<file path="src/hdl/cpvp_pkg.sv">
// Shared types, constants and codes for the cascade position/velocity PID.
package cpvp_pkg;

  localparam int OUTER_INTEGRAL_LIMIT = 65536;
  localparam int INNER_INTEGRAL_LIMIT = 65536;

  localparam int OUTER_THRESHOLD = 6554;   // 0.1 in Q16.16
  localparam int INNER_THRESHOLD = 32768;  // 0.5 in Q16.16
  localparam int STEP_FLOOR      = 4294;   // 1 us in Q0.32
  localparam int ALPHA_ONE       = 65536;
  localparam int DIV_STEPS       = 24;     // 48 quotient bits, two per cycle

  localparam int ADDR_W = 5;

  // register indexes
  localparam logic [2:0] REG_OUTER_KP = 3'd0;
  localparam logic [2:0] REG_OUTER_KI = 3'd1;
  localparam logic [2:0] REG_OUTER_KD = 3'd2;
  localparam logic [2:0] REG_INNER_KP = 3'd3;
  localparam logic [2:0] REG_INNER_KI = 3'd4;
  localparam logic [2:0] REG_INNER_KD = 3'd5;
  localparam logic [2:0] REG_VEL_LIM  = 3'd6;
  localparam logic [2:0] REG_ALPHA    = 3'd7;

  // datapath operations
  localparam logic [3:0] OP_NOP    = 4'd0;
  localparam logic [3:0] OP_CLEAR  = 4'd1;
  localparam logic [3:0] OP_ERR_O  = 4'd2;
  localparam logic [3:0] OP_MUL    = 4'd3;
  localparam logic [3:0] OP_INT    = 4'd4;
  localparam logic [3:0] OP_SET_P  = 4'd5;
  localparam logic [3:0] OP_ADD_I  = 4'd6;
  localparam logic [3:0] OP_DSTART = 4'd7;
  localparam logic [3:0] OP_DIV    = 4'd8;
  localparam logic [3:0] OP_ADD_D  = 4'd9;
  localparam logic [3:0] OP_CLAMP  = 4'd10;
  localparam logic [3:0] OP_FILT1  = 4'd11;
  localparam logic [3:0] OP_FILT2  = 4'd12;
  localparam logic [3:0] OP_ERR_I  = 4'd13;
  localparam logic [3:0] OP_SAT    = 4'd14;

  // multiplier operand selects
  localparam logic [2:0] MS_ERR_DT = 3'd0;
  localparam logic [2:0] MS_KP     = 3'd1;
  localparam logic [2:0] MS_KI     = 3'd2;
  localparam logic [2:0] MS_KD     = 3'd3;
  localparam logic [2:0] MS_FILT_S = 3'd4;
  localparam logic [2:0] MS_FILT_C = 3'd5;

  typedef struct packed {
    logic signed [31:0] outer_kp;
    logic signed [31:0] outer_ki;
    logic signed [31:0] outer_kd;
    logic signed [31:0] inner_kp;
    logic signed [31:0] inner_ki;
    logic signed [31:0] inner_kd;
    logic [30:0]        velocity_limit;
    logic [16:0]        smoothing_alpha;
  } cfg_t;

  typedef struct packed {
    logic [3:0] op;
    logic [2:0] msel;
    logic       inner;
    logic       load;
    logic       out_load;
  } dp_cmd_t;

  typedef struct packed {
    logic mode;
  } dp_stat_t;

endpackage

</file>
<file path="src/hdl/cpvp_regs.sv">
// APB-style configuration register file.
module cpvp_regs (
  input  logic                          clk,
  input  logic                          rst_n,
  input  logic                          psel,
  input  logic                          penable,
  input  logic                          pwrite,
  input  logic [cpvp_pkg::ADDR_W-1:0]   paddr,
  input  logic [31:0]                   pwdata,
  output logic [31:0]                   prdata,
  output logic                          pready,
  output cpvp_pkg::cfg_t                cfg
);

  cpvp_pkg::cfg_t cfg_r;
  logic           wr_en;
  logic [2:0]     idx;
  logic [16:0]    alpha_w;

  assign wr_en  = psel && penable && pwrite;
  assign idx    = paddr[4:2];
  assign pready = 1'b1;
  assign cfg    = cfg_r;
  assign alpha_w = (pwdata[16:0] > 17'(cpvp_pkg::ALPHA_ONE)) ?
                   17'(cpvp_pkg::ALPHA_ONE) : pwdata[16:0];

  always_ff @(posedge clk) begin
    if (!rst_n) begin
      cfg_r.outer_kp        <= '0;
      cfg_r.outer_ki        <= '0;
      cfg_r.outer_kd        <= '0;
      cfg_r.inner_kp        <= '0;
      cfg_r.inner_ki        <= '0;
      cfg_r.inner_kd        <= '0;
      cfg_r.velocity_limit  <= 31'd65536;
      cfg_r.smoothing_alpha <= 17'd16384;
    end else if (wr_en) begin
      case (idx)
        cpvp_pkg::REG_OUTER_KP: cfg_r.outer_kp        <= pwdata;
        cpvp_pkg::REG_OUTER_KI: cfg_r.outer_ki        <= pwdata;
        cpvp_pkg::REG_OUTER_KD: cfg_r.outer_kd        <= pwdata;
        cpvp_pkg::REG_INNER_KP: cfg_r.inner_kp        <= pwdata;
        cpvp_pkg::REG_INNER_KI: cfg_r.inner_ki        <= pwdata;
        cpvp_pkg::REG_INNER_KD: cfg_r.inner_kd        <= pwdata;
        cpvp_pkg::REG_VEL_LIM:  cfg_r.velocity_limit  <= pwdata[30:0];
        cpvp_pkg::REG_ALPHA:    cfg_r.smoothing_alpha <= alpha_w;
        default: ;
      endcase
    end
  end

  always_comb begin
    case (idx)
      cpvp_pkg::REG_OUTER_KP: prdata = cfg_r.outer_kp;
      cpvp_pkg::REG_OUTER_KI: prdata = cfg_r.outer_ki;
      cpvp_pkg::REG_OUTER_KD: prdata = cfg_r.outer_kd;
      cpvp_pkg::REG_INNER_KP: prdata = cfg_r.inner_kp;
      cpvp_pkg::REG_INNER_KI: prdata = cfg_r.inner_ki;
      cpvp_pkg::REG_INNER_KD: prdata = cfg_r.inner_kd;
      cpvp_pkg::REG_VEL_LIM:  prdata = {1'b0, cfg_r.velocity_limit};
      cpvp_pkg::REG_ALPHA:    prdata = {15'd0, cfg_r.smoothing_alpha};
      default:                prdata = '0;
    endcase
  end

endmodule

</file>
<file path="config.mk">
export PLATFORM = sky130hd
export DESIGN_NAME = cpvp_regs
export DESIGN_NICKNAME = d
export VERILOG_FILES = /design/src/hdl/cpvp_pkg.sv /design/src/hdl/cpvp_regs.sv
export SDC_FILE = /design/constraint.sdc
export NUM_CORES = 1
export LEC_CHECK = 0
export BUFFER_PORTS_ARGS = -buffer_cell sky130_fd_sc_hd__buf_2
export CORE_UTILIZATION = 45
export CTS_BUF_LIST = sky130_fd_sc_hd__clkbuf_4 sky130_fd_sc_hd__clkbuf_8
export DETAILED_ROUTE_END_ITERATION = 10
export GPL_ROUTABILITY_DRIVEN = 0
export GPL_TIMING_DRIVEN = 1
export PLACE_DENSITY = 0.71
export SLEW_MARGIN = 20
export SYNTH_ARGS = -nofsm -noshare
export SYNTH_HDL_FRONTEND = slang
export SYNTH_SLANG_ARGS = --single-unit
</file>
<file path="constraint.sdc">
create_clock -name clk -period 2.4 [get_ports clk]
set_clock_uncertainty 0.15 [all_clocks]
set_input_delay 0.48 -clock clk [delete_from_list [all_inputs] [get_ports clk]]
set_output_delay 0.48 -clock clk [all_outputs]
set_load 0.05 [all_outputs]
</file>
==> reports/results.txt <==
drc violations -> 0
drt pass-1 iters -> 6
global-route wire length before repair -> 64880 um
Tmin final -> 2.481 ns
Syn Area/Cell -> 8.224 um^2
Synth Register Bits -> 240
Worst EP arrival -> 1.85 ns
pin count of the biggest net entering global routing -> 105
CTS Sinks -> 240
initial antenna violation count -> 0
hold path depth -> 3
Skew-Pair Late Insertion Delay -> 0.55 ns
via count -> 11610
final period utilization -> 1.034
Tot GR Track Use -> 0.3280
H-tree levels -> 2
metal2 WL -> 20120 um
Worst-path clk slew -> 0.06 ns
CP startpoint kind -> register
commonest non-fill, non-tap cell in the layout -> nand2_1
hold path endpoint -> cfg[234]
Final Hold Fails -> 0
DP Area -> 0.01375 mm^2
Ys Warns -> 0
reg2reg setup slack -> 1.43 ns
Wirelength per Cell -> 20.62 um
final setup fails -> 11
total power -> 9.384 mW
R2R depth -> 4
WL final -> 42610 um
die area -> 0.02519 mm^2
worst vdd ir -> 605.5 uV
Post-DP HPWL -> 28790 um
reg2reg end -> cfg[9]
area grow syn2layout -> 38.89%
Max Root-Sink Buffers -> 3
share of layout cells above drive strength 1 -> 0.3829
Synth Cell Area -> 0.01105 mm^2
hold path startpoint -> pwdata[26]
total I/O pin count -> 315
P per Cell Area -> 611.2 mW/mm^2
gr ovfl total -> 0
WL met1 -> 16660 um
Unique masters post-synth -> 43
clock root buffer -> clkbuf_8
most frequent cells in the layout -> nand2_1, buf_2, dfxtp_1, a21boi_0, buf_4
RSZ-0062 raised after global routing -> yes
violated checks -> setup timing
P_leak -> 6.590 nW
num rows -> 56
Max Cap Violations -> 0
vias in the first global route -> 11290
max reg flops -> 240
die height -> 158.7 um
status -> finished, violations left
final worst setup slack -> -0.08056 ns
post-synthesis net count -> 1386
Seq/Total Area, Yosys -> 0.4347
Hold Path Class -> in2reg
top sig layer -> met4
# diodes -> 0
via density per instance -> 5.621
Crit. End Element -> output port
CP required -> 1.77 ns
Detail Route Antenna Nets -> 0
Starting Density -> 0.4653
worst r2r src -> cfg[9]
Mapped Cells -> 1344
iteration-0 DRC count of the detailed router -> 994
total core area -> 0.02375 mm^2
Main synth FF type -> dfxtp_1
met3 WL -> 4197 um
Port Buf Inserts -> 311
max-slew violations -> 0
Die Width -> 158.7 um
CTS tree -> done
Fmax achieved -> 0.4031 GHz
ys async rst share -> 0
critical path class -> reg2out
Final Net Count -> 1757
Design Area, Final -> 0.01535 mm^2
Num CTS Buffers -> 42
Post-synth EDFFs -> 0
CP max FO -> 2
[worst max-delay path: stages (launching register included)]
cell	delay [ns]
dfxtp_2	0.33
mux2_4	0.26
a22o_1	0.18
o22ai_1	0.17
buf_4	0.15
a21oi_4	0.05
buf_6	0.16
[cells by family after synthesis]
family | count (synthesis) | synth area share
AND/OR/NAND/NOR | 573 | 0.2076
AO/OA/AOI/OAI | 329 | 0.2249
flip-flops | 240 | 0.4347
buffers and inverters | 140 | 0.06384
multiplexers | 61 | 0.06860
other | 1 | 0.0003393
[layout make-up]
type / instances / area (um^2)
tap: 319 / 399.1
inverter: 15 / 56.30
clock inverter: 5 / 75.07
fill: 2010 / 8401
timing repair buffer: 452 / 3164
clock buffer: 71 / 895.9
sequential: 240 / 4867
multi-input combinational: 964 / 5894
[repair_timing]
action,CTS,global route
resized for setup,112,38
gates cloned,1,1
setup endpoints to repair,31,29
hold buffers,0,0
pin swaps,6,3
buffers inserted,17,6
[power by group]
group / total (mW) / leakage (nW) / internal, mW / switching, mW
clock: 4.27 / 0.517 / 2.56 / 1.71
combinational: 1.08 / 4.12 / 0.410 / 0.667
sequential: 4.04 / 1.96 / 4.01 / 0.0255
total: 9.38 / 6.59 / 6.98 / 2.40
[Yosys cell counts (2+ instances only)]
master,instances,area [um^2]
nand2_1,477,1790
dfxtp_1,240,4805
a21boi_0,137,1028
a21boi_1,86,645.6
clkbuf_1,79,296.5
mux2i_1,33,330.3
nor2_1,33,123.9
a21oi_1,22,110.1
nand3_1,22,110.1
buf_2,18,90.09
mux2_2,18,202.7
nand4_1,16,100.1
o22ai_1,16,100.1
inv_1,15,56.30
buf_6,14,157.7
a22oi_1,10,75.07
mux4_2,10,225.2
o221a_2,10,112.6
a22o_1,8,70.07
a21o_1,7,52.55
a221o_1,6,60.06
buf_4,6,45.04
a221oi_1,5,43.79
buf_1,5,18.77
nand2b_1,5,31.28
nor2b_1,5,31.28
o22a_1,5,43.79
a2bb2oi_1,4,35.03
nor3_1,4,20.02
o211ai_1,4,30.03
o21ai_0,4,20.02
or3_1,4,25.02
clkbuf_8,3,41.29
or4_4,3,33.78
a31oi_1,2,12.51
[worst max-delay path by stage]
stage | start | end | slack, ns | cells past startpoint
6_report | cfg[0] | prdata[0] | -0.08 | 6
2_1_floorplan | paddr[2] | prdata[28] | -0.05 | 6
3_5_place_dp | paddr[2] | prdata[10] | -0.15 | 8
4_1_cts | cfg[0] | prdata[0] | -0.1 | 6
5_1_grt | cfg[0] | prdata[0] | -0.12 | 6
3_3_place_gp | paddr[2] | prdata[6] | -0.14 | 7
[metal layers]
metal  global-route usage  vias to the layer above
met1               0.4130                     5567
met5                    0                        -
met2               0.5349                      651
li1                     -                     5276
met4               0.1531                        0
met3              0.06870                      119
[through the flow]
stage	TNS, ns	hold WS (ns)	util	setup slack, ns	cells
detailed placement	-3.200	0.3091	0.5788	-0.1534	1965
CTS	-0.6215	0.05744	0.6384	-0.09798	2059
floorplan	-0.3378	0.4649	-	-0.04752	1344
global placement	-2.460	0.3027	0.5788	-0.1397	1965
global route	-1.030	0.07481	0.6463	-0.1194	2066
finish	-0.4600	0.09460	0.6463	-0.08056	2066
No activity file was read; power rests on OpenSTA's default activity.
