## config.mk

```make
export PLATFORM = sky130hd
export DESIGN_NAME = cpvp_ctrl
export DESIGN_NICKNAME = d
export VERILOG_FILES = /design/src/hdl/cpvp_pkg.sv /design/src/hdl/cpvp_ctrl.sv
export SDC_FILE = /design/constraint.sdc
export NUM_CORES = 1
export LEC_CHECK = 0
export BUFFER_PORTS_ARGS = -buffer_cell sky130_fd_sc_hd__buf_2
export CAP_MARGIN = 20
export CORE_MARGIN = 2
export CORE_UTILIZATION = 40
export CTS_BUF_LIST = sky130_fd_sc_hd__clkbuf_8
export DETAILED_ROUTE_END_ITERATION = 8
export GPL_ROUTABILITY_DRIVEN = 1
export GPL_TIMING_DRIVEN = 0
export PLACE_DENSITY = 0.59
export SLEW_MARGIN = 0
export SYNTH_ARGS = -nofsm -noshare
export SYNTH_HDL_FRONTEND = slang
export SYNTH_SLANG_ARGS = --single-unit
```

## constraint.sdc

```tcl
create_clock -name clk -period 1.91 [get_ports clk]
set_input_delay 0.382 -clock clk [delete_from_list [all_inputs] [get_ports clk]]
set_output_delay 0.382 -clock clk [all_outputs]
set_load 0.05 [all_outputs]
```

## src/hdl/cpvp_pkg.sv

```systemverilog
// Shared types, constants and codes for the cascade position/velocity PID.
package cpvp_pkg;

  localparam int OUTER_INTEGRAL_LIMIT = 65536;
  localparam int INNER_INTEGRAL_LIMIT = 65536;

  localparam int OUTER_THRESHOLD = 6554;   // 0.1 in Q16.16
  localparam int INNER_THRESHOLD = 32768;  // 0.5 in Q16.16
  localparam int STEP_FLOOR      = 4294;   // 1 us in Q0.32
  localparam int ALPHA_ONE       = 65536;
  localparam int DIV_STEPS       = 24;     // 48 quotient bits, two per cycle

  localparam int ADDR_W = 5;

  // register indexes
  localparam logic [2:0] REG_OUTER_KP = 3'd0;
  localparam logic [2:0] REG_OUTER_KI = 3'd1;
  localparam logic [2:0] REG_OUTER_KD = 3'd2;
  localparam logic [2:0] REG_INNER_KP = 3'd3;
  localparam logic [2:0] REG_INNER_KI = 3'd4;
  localparam logic [2:0] REG_INNER_KD = 3'd5;
  localparam logic [2:0] REG_VEL_LIM  = 3'd6;
  localparam logic [2:0] REG_ALPHA    = 3'd7;

  // datapath operations
  localparam logic [3:0] OP_NOP    = 4'd0;
  localparam logic [3:0] OP_CLEAR  = 4'd1;
  localparam logic [3:0] OP_ERR_O  = 4'd2;
  localparam logic [3:0] OP_MUL    = 4'd3;
  localparam logic [3:0] OP_INT    = 4'd4;
  localparam logic [3:0] OP_SET_P  = 4'd5;
  localparam logic [3:0] OP_ADD_I  = 4'd6;
  localparam logic [3:0] OP_DSTART = 4'd7;
  localparam logic [3:0] OP_DIV    = 4'd8;
  localparam logic [3:0] OP_ADD_D  = 4'd9;
  localparam logic [3:0] OP_CLAMP  = 4'd10;
  localparam logic [3:0] OP_FILT1  = 4'd11;
  localparam logic [3:0] OP_FILT2  = 4'd12;
  localparam logic [3:0] OP_ERR_I  = 4'd13;
  localparam logic [3:0] OP_SAT    = 4'd14;

  // multiplier operand selects
  localparam logic [2:0] MS_ERR_DT = 3'd0;
  localparam logic [2:0] MS_KP     = 3'd1;
  localparam logic [2:0] MS_KI     = 3'd2;
  localparam logic [2:0] MS_KD     = 3'd3;
  localparam logic [2:0] MS_FILT_S = 3'd4;
  localparam logic [2:0] MS_FILT_C = 3'd5;

  typedef struct packed {
    logic signed [31:0] outer_kp;
    logic signed [31:0] outer_ki;
    logic signed [31:0] outer_kd;
    logic signed [31:0] inner_kp;
    logic signed [31:0] inner_ki;
    logic signed [31:0] inner_kd;
    logic [30:0]        velocity_limit;
    logic [16:0]        smoothing_alpha;
  } cfg_t;

  typedef struct packed {
    logic [3:0] op;
    logic [2:0] msel;
    logic       inner;
    logic       load;
    logic       out_load;
  } dp_cmd_t;

  typedef struct packed {
    logic mode;
  } dp_stat_t;

endpackage

```

## src/hdl/cpvp_ctrl.sv

```systemverilog
// Sequencer: steps the datapath through both loops and owns the handshakes.
module cpvp_ctrl (
  input  logic                clk,
  input  logic                rst_n,
  input  logic                in_valid,
  output logic                in_ready,
  output logic                out_valid,
  input  logic                out_ready,
  input  cpvp_pkg::dp_stat_t  stat,
  output cpvp_pkg::dp_cmd_t   cmd
);

  localparam logic [4:0] ST_IDLE   = 5'd0;
  localparam logic [4:0] ST_DECIDE = 5'd1;
  localparam logic [4:0] ST_CLR    = 5'd2;
  localparam logic [4:0] ST_ERR_O  = 5'd3;
  localparam logic [4:0] ST_M_IDT  = 5'd4;
  localparam logic [4:0] ST_INT    = 5'd5;
  localparam logic [4:0] ST_M_KP   = 5'd6;
  localparam logic [4:0] ST_P      = 5'd7;
  localparam logic [4:0] ST_M_KI   = 5'd8;
  localparam logic [4:0] ST_I      = 5'd9;
  localparam logic [4:0] ST_M_KD   = 5'd10;
  localparam logic [4:0] ST_DSTART = 5'd11;
  localparam logic [4:0] ST_DIV    = 5'd12;
  localparam logic [4:0] ST_DADD   = 5'd13;
  localparam logic [4:0] ST_CLAMP  = 5'd14;
  localparam logic [4:0] ST_M_FS   = 5'd15;
  localparam logic [4:0] ST_F1     = 5'd16;
  localparam logic [4:0] ST_M_FC   = 5'd17;
  localparam logic [4:0] ST_F2     = 5'd18;
  localparam logic [4:0] ST_ERR_I  = 5'd19;
  localparam logic [4:0] ST_SAT    = 5'd20;
  localparam logic [4:0] ST_DONE   = 5'd21;

  localparam int CW = $clog2(cpvp_pkg::DIV_STEPS);

  logic [4:0]    state_r, state_nxt;
  logic          inner_r, inner_nxt;
  logic [CW-1:0] cnt_r, cnt_nxt;
  logic          out_valid_r, out_valid_nxt;

  assign in_ready  = (state_r == ST_IDLE);
  assign out_valid = out_valid_r;

  always_comb begin
    state_nxt    = state_r;
    inner_nxt    = inner_r;
    cnt_nxt      = cnt_r;
    cmd.op       = cpvp_pkg::OP_NOP;
    cmd.msel     = cpvp_pkg::MS_ERR_DT;
    cmd.inner    = inner_r;
    cmd.load     = 1'b0;
    cmd.out_load = 1'b0;
    case (state_r)
      ST_IDLE: begin
        if (in_valid) begin
          cmd.load  = 1'b1;
          state_nxt = ST_DECIDE;
        end
      end
      ST_DECIDE: begin
        inner_nxt = 1'b0;
        state_nxt = stat.mode ? ST_CLR : ST_ERR_O;
      end
      ST_CLR: begin
        cmd.op    = cpvp_pkg::OP_CLEAR;
        state_nxt = ST_DONE;
      end
      ST_ERR_O: begin
        cmd.op    = cpvp_pkg::OP_ERR_O;
        state_nxt = ST_M_IDT;
      end
      ST_M_IDT: begin
        cmd.op    = cpvp_pkg::OP_MUL;
        cmd.msel  = cpvp_pkg::MS_ERR_DT;
        state_nxt = ST_INT;
      end
      ST_INT: begin
        cmd.op    = cpvp_pkg::OP_INT;
        state_nxt = ST_M_KP;
      end
      ST_M_KP: begin
        cmd.op    = cpvp_pkg::OP_MUL;
        cmd.msel  = cpvp_pkg::MS_KP;
        state_nxt = ST_P;
      end
      ST_P: begin
        cmd.op    = cpvp_pkg::OP_SET_P;
        state_nxt = ST_M_KI;
      end
      ST_M_KI: begin
        cmd.op    = cpvp_pkg::OP_MUL;
        cmd.msel  = cpvp_pkg::MS_KI;
        state_nxt = ST_I;
      end
      ST_I: begin
        cmd.op    = cpvp_pkg::OP_ADD_I;
        state_nxt = ST_M_KD;
      end
      ST_M_KD: begin
        cmd.op    = cpvp_pkg::OP_MUL;
        cmd.msel  = cpvp_pkg::MS_KD;
        state_nxt = ST_DSTART;
      end
      ST_DSTART: begin
        cmd.op    = cpvp_pkg::OP_DSTART;
        cnt_nxt   = '0;
        state_nxt = ST_DIV;
      end
      ST_DIV: begin
        cmd.op  = cpvp_pkg::OP_DIV;
        cnt_nxt = cnt_r + 1'b1;
        if (cnt_r == CW'(cpvp_pkg::DIV_STEPS - 1)) state_nxt = ST_DADD;
      end
      ST_DADD: begin
        cmd.op    = cpvp_pkg::OP_ADD_D;
        state_nxt = inner_r ? ST_SAT : ST_CLAMP;
      end
      ST_CLAMP: begin
        cmd.op    = cpvp_pkg::OP_CLAMP;
        state_nxt = ST_M_FS;
      end
      ST_M_FS: begin
        cmd.op    = cpvp_pkg::OP_MUL;
        cmd.msel  = cpvp_pkg::MS_FILT_S;
        state_nxt = ST_F1;
      end
      ST_F1: begin
        cmd.op    = cpvp_pkg::OP_FILT1;
        state_nxt = ST_M_FC;
      end
      ST_M_FC: begin
        cmd.op    = cpvp_pkg::OP_MUL;
        cmd.msel  = cpvp_pkg::MS_FILT_C;
        state_nxt = ST_F2;
      end
      ST_F2: begin
        cmd.op    = cpvp_pkg::OP_FILT2;
        state_nxt = ST_ERR_I;
      end
      ST_ERR_I: begin
        cmd.op    = cpvp_pkg::OP_ERR_I;
        inner_nxt = 1'b1;
        state_nxt = ST_M_IDT;
      end
      ST_SAT: begin
        cmd.op    = cpvp_pkg::OP_SAT;
        state_nxt = ST_DONE;
      end
      ST_DONE: begin
        if (!out_valid_r || out_ready) begin
          cmd.out_load = 1'b1;
          state_nxt    = ST_IDLE;
        end
      end
      default: state_nxt = ST_IDLE;
    endcase
    if (cmd.out_load)     out_valid_nxt = 1'b1;
    else if (out_ready)   out_valid_nxt = 1'b0;
    else                  out_valid_nxt = out_valid_r;
  end

  always_ff @(posedge clk) begin
    if (!rst_n) begin
      state_r     <= ST_IDLE;
      inner_r     <= 1'b0;
      cnt_r       <= '0;
      out_valid_r <= 1'b0;
    end else begin
      state_r     <= state_nxt;
      inner_r     <= inner_nxt;
      cnt_r       <= cnt_nxt;
      out_valid_r <= out_valid_nxt;
    end
  end

endmodule

```

==> flow_summary.json <==
{
  "synthXorXnorAreaFrac_pct": 0.903,
  "drv_slew": 0,
  "layout_commonest_cell": "buf_4",
  "grt_pass1_vias": 896,
  "start_util_pct": 43.0,
  "yosys_warnings": 0,
  "initialDrtViolationCount": 37,
  "htreeDepth": 1,
  "holdCritPathClass": "in2reg",
  "async_reset_ff_share_pct": 0,
  "cts_buffers": 3,
  "antenna_found_initial": 0,
  "synth_cell_types": 46,
  "gp_congestion": 0.852,
  "drive_gt1_share_pct": 42.9,
  "r2r-end": "state_r[3]",
  "synthCells": 133,
  "fmax_mhz": 499,
  "place.port_buffers": 16,
  "area_growth_syn_to_layout_pct": 43.9,
  "fin_crit_ps": 2000,
  "vias": 1100,
  "grt_pass1_wl_um": 4150,
  "seq_area_frac_synth_pct": 24.8,
  "worst_hold_path.num_cells": 2,
  "ant_nets": 0,
  "cts-root-buf": "clkbuf_8",
  "synth_top_family_by_area": "simple AND/OR/NAND/NOR gates",
  "synthMuxAreaShare_pct": 0,
  "rr_startpoint": "state_r[1]",
  "fillers": 217,
  "clock_sinks": 12,
  "slew_headroom_pct": 65.7,
  "worst_pin_slew_ps": 512,
  "grt_max_degree": 12,
  "final_cell_mix": "20 x buf_4, 11 x nor2_1, 9 x a21oi_1, 9 x buf_2, 8 x nand2_1",
  "endpoint_kind": "output port",
  "drc_errors": 0,
  "wl_um": 2850,
  "multi_input_area_um2": 727,
  "finalSetupViolCount": 1,
  "avgRoutedWirePerCell_um": 15.1,
  "row_count": 17,
  "fin_worst_skew_ps": 6.95,
  "die_w_um": 53.2,
  "tns_ps": -92.8,
  "maxUsedRoutingLayer": "met4",
  "synth_edf_count": 0,
  "synth-seq-cells": 12,
  "antennaDiodeCount": 0,
  "grtUsageTotal_pct": 20.3,
  "cts_tree": "done",
  "period_share_pct": 105,
  "ys.flop_type": "dfxtp_1",
  "reg2reg_slack_ps": 150,
  "die_y_um": 53.2,
  "clkTransAtPathRegs_ps": 60,
  "synth_compound_area_share_pct": 29.3,
  "min_to": "state_r[2]",
  "io_pins": 17,
  "viasPerCell": 5.82,
  "avgSynthCellArea_um2": 7.29,
  "critical_path_required_ps": 1530,
  "coreArea_um2": 2250,
  "dpl.hpwl_um": 1810,
  "regArea_um2": 256,
  "worstHoldStart": "rst_n",
  "drv_cap": 0,
  "violations": "setup timing",
  "rsz0062_at_grt": "yes",
  "grt_overflow": 0,
  "syn_area_um2": 970,
  "p_leak_nw": 0.570,
  "vdd_drop_max_mv": 1.21,
  "first_pass_iters": 4,
  "status": "finished, violations left",
  "syn-num-nets": 139,
  "met2WireLength_um": 1300,
  "insertion_delay_ps": 240,
  "ctsHoldBuffers": 0,
  "start_kind": "flop",
  "crit_arrival_ps": 1620,
  "num-nets-final": 168,
  "postLayoutSetupSlackWorst_ps": -92.8,
  "power.density_nw_per_um2": 1710,
  "met3_length_um": 236,
  "cts_buffer_depth": 2,
  "routedLengthMet1_um": 1280,
  "dieArea_um2": 2830,
  "cp_max_fo": 8,
  "r2r_cells": 6,
  "synth-simple-area-share_pct": 33.8,
  "critical_path_class": "reg2out",
  "hold_violations": 0,
  "final_core_util_pct": 61.9,
  "yosys.area_share.adder_pct": 2.32
}
## stage by stage
step	instances	total power, mW	hold slack [ps]	setup WS, ps	area [um2]
floorplan	133	1.46	467	-282	1010
global placement	177	1.70	489	-276	1130
detailed placement	177	1.71	491	-284	1130
CTS	179	2.17	402	-25.8	1270
global route	189	2.52	405	-133	1400
finish	189	2.38	407	-92.8	1400
## flip-flops by register name, indices dropped and copies added (netlist names)
name,cells
cnt_r,5
inner_r,1
out_valid,1
state_r,5
## per-layer routing
layer	up-vias	track usage, %
met5	-	0
met4	0	2.56
met3	4	6.50
met2	44	29.0
met1	509	30.1
li1	543	-
## Yosys cell counts, types with 2 or more instances
master,count,area (um2)
and2_1,2,12.5
or3_1,2,12.5
nand3b_1,2,15.0
a22oi_1,2,15.0
a21oi_1,11,55.1
nor2b_1,3,18.8
o311a_1,2,20.0
or2_1,3,18.8
a211oi_1,2,15.0
a31oi_1,3,18.8
nand2b_1,4,25.0
nand2_1,8,30.0
buf_1,2,7.51
nand3_1,6,30.0
nor3_1,5,25.0
o31ai_1,2,15.0
nand4_1,2,12.5
nor2_1,14,52.6
o21ai_0,9,45.0
buf_6,2,22.5
clkbuf_1,8,30.0
buf_4,2,15.0
inv_1,2,7.51
dfxtp_1,12,240
nor3b_1,2,15.0
## repair_timing
action | in CTS | in global routing
resized for setup | 39 | 20
setup buffers | 1 | 10
hold endpoints to repair | 0 | 0
gates cloned | 0 | 1
pin swaps | 2 | 7
setup endpoints to repair | 10 | 8
## kinds of logic (layout without fill, tap and decap cells)
logic type,Yosys count,in the layout
AND/OR/NAND/NOR,60,60
AO/OA/AOI/OAI,41,41
buffers and inverters,17,45
flip-flops,12,12
adder cells (fa/ha/maj),2,2
XOR/XNOR,1,1
## critical path, cell delays in order (launching register included)
cell and delay, ps:
dfxtp_2 320, buf_6 130, buf_8 130, nor2b_4 130, o21ai_1 180, a21oi_1 120, a31o_2 240, buf_8 150
## report_power, final
part           leakage, nW  switching (mW)  internal, mW
logic                0.441           0.988         0.710
clock network       0.0288          0.0946         0.182
registers            0.101          0.0919         0.316
total                0.570            1.17          1.21
## layout make-up
class                   count  share of cell area [%]
multi-input cells         104                    52.1
repair buffers             28                    14.8
well taps                  28                    2.51
inverters                   3                    1.26
plain buffers              10                    7.00
flip-flops and latches     12                    18.4
clock buffers               4                    3.95
## worst max path at each step
stage          slack (ps)  endpoint       start  cells after the start
2_1_floorplan        -280    cmd[6]  state_r[4]                      4
3_3_place_gp         -280    cmd[8]  state_r[4]                      6
3_5_place_dp         -280    cmd[8]  state_r[4]                      6
4_1_cts               -30    cmd[8]  state_r[1]                      7
5_1_grt              -130    cmd[8]  state_r[1]                      7
6_report              -90    cmd[8]  state_r[1]                      7
Note: power is estimated with default switching activity, not from simulation.
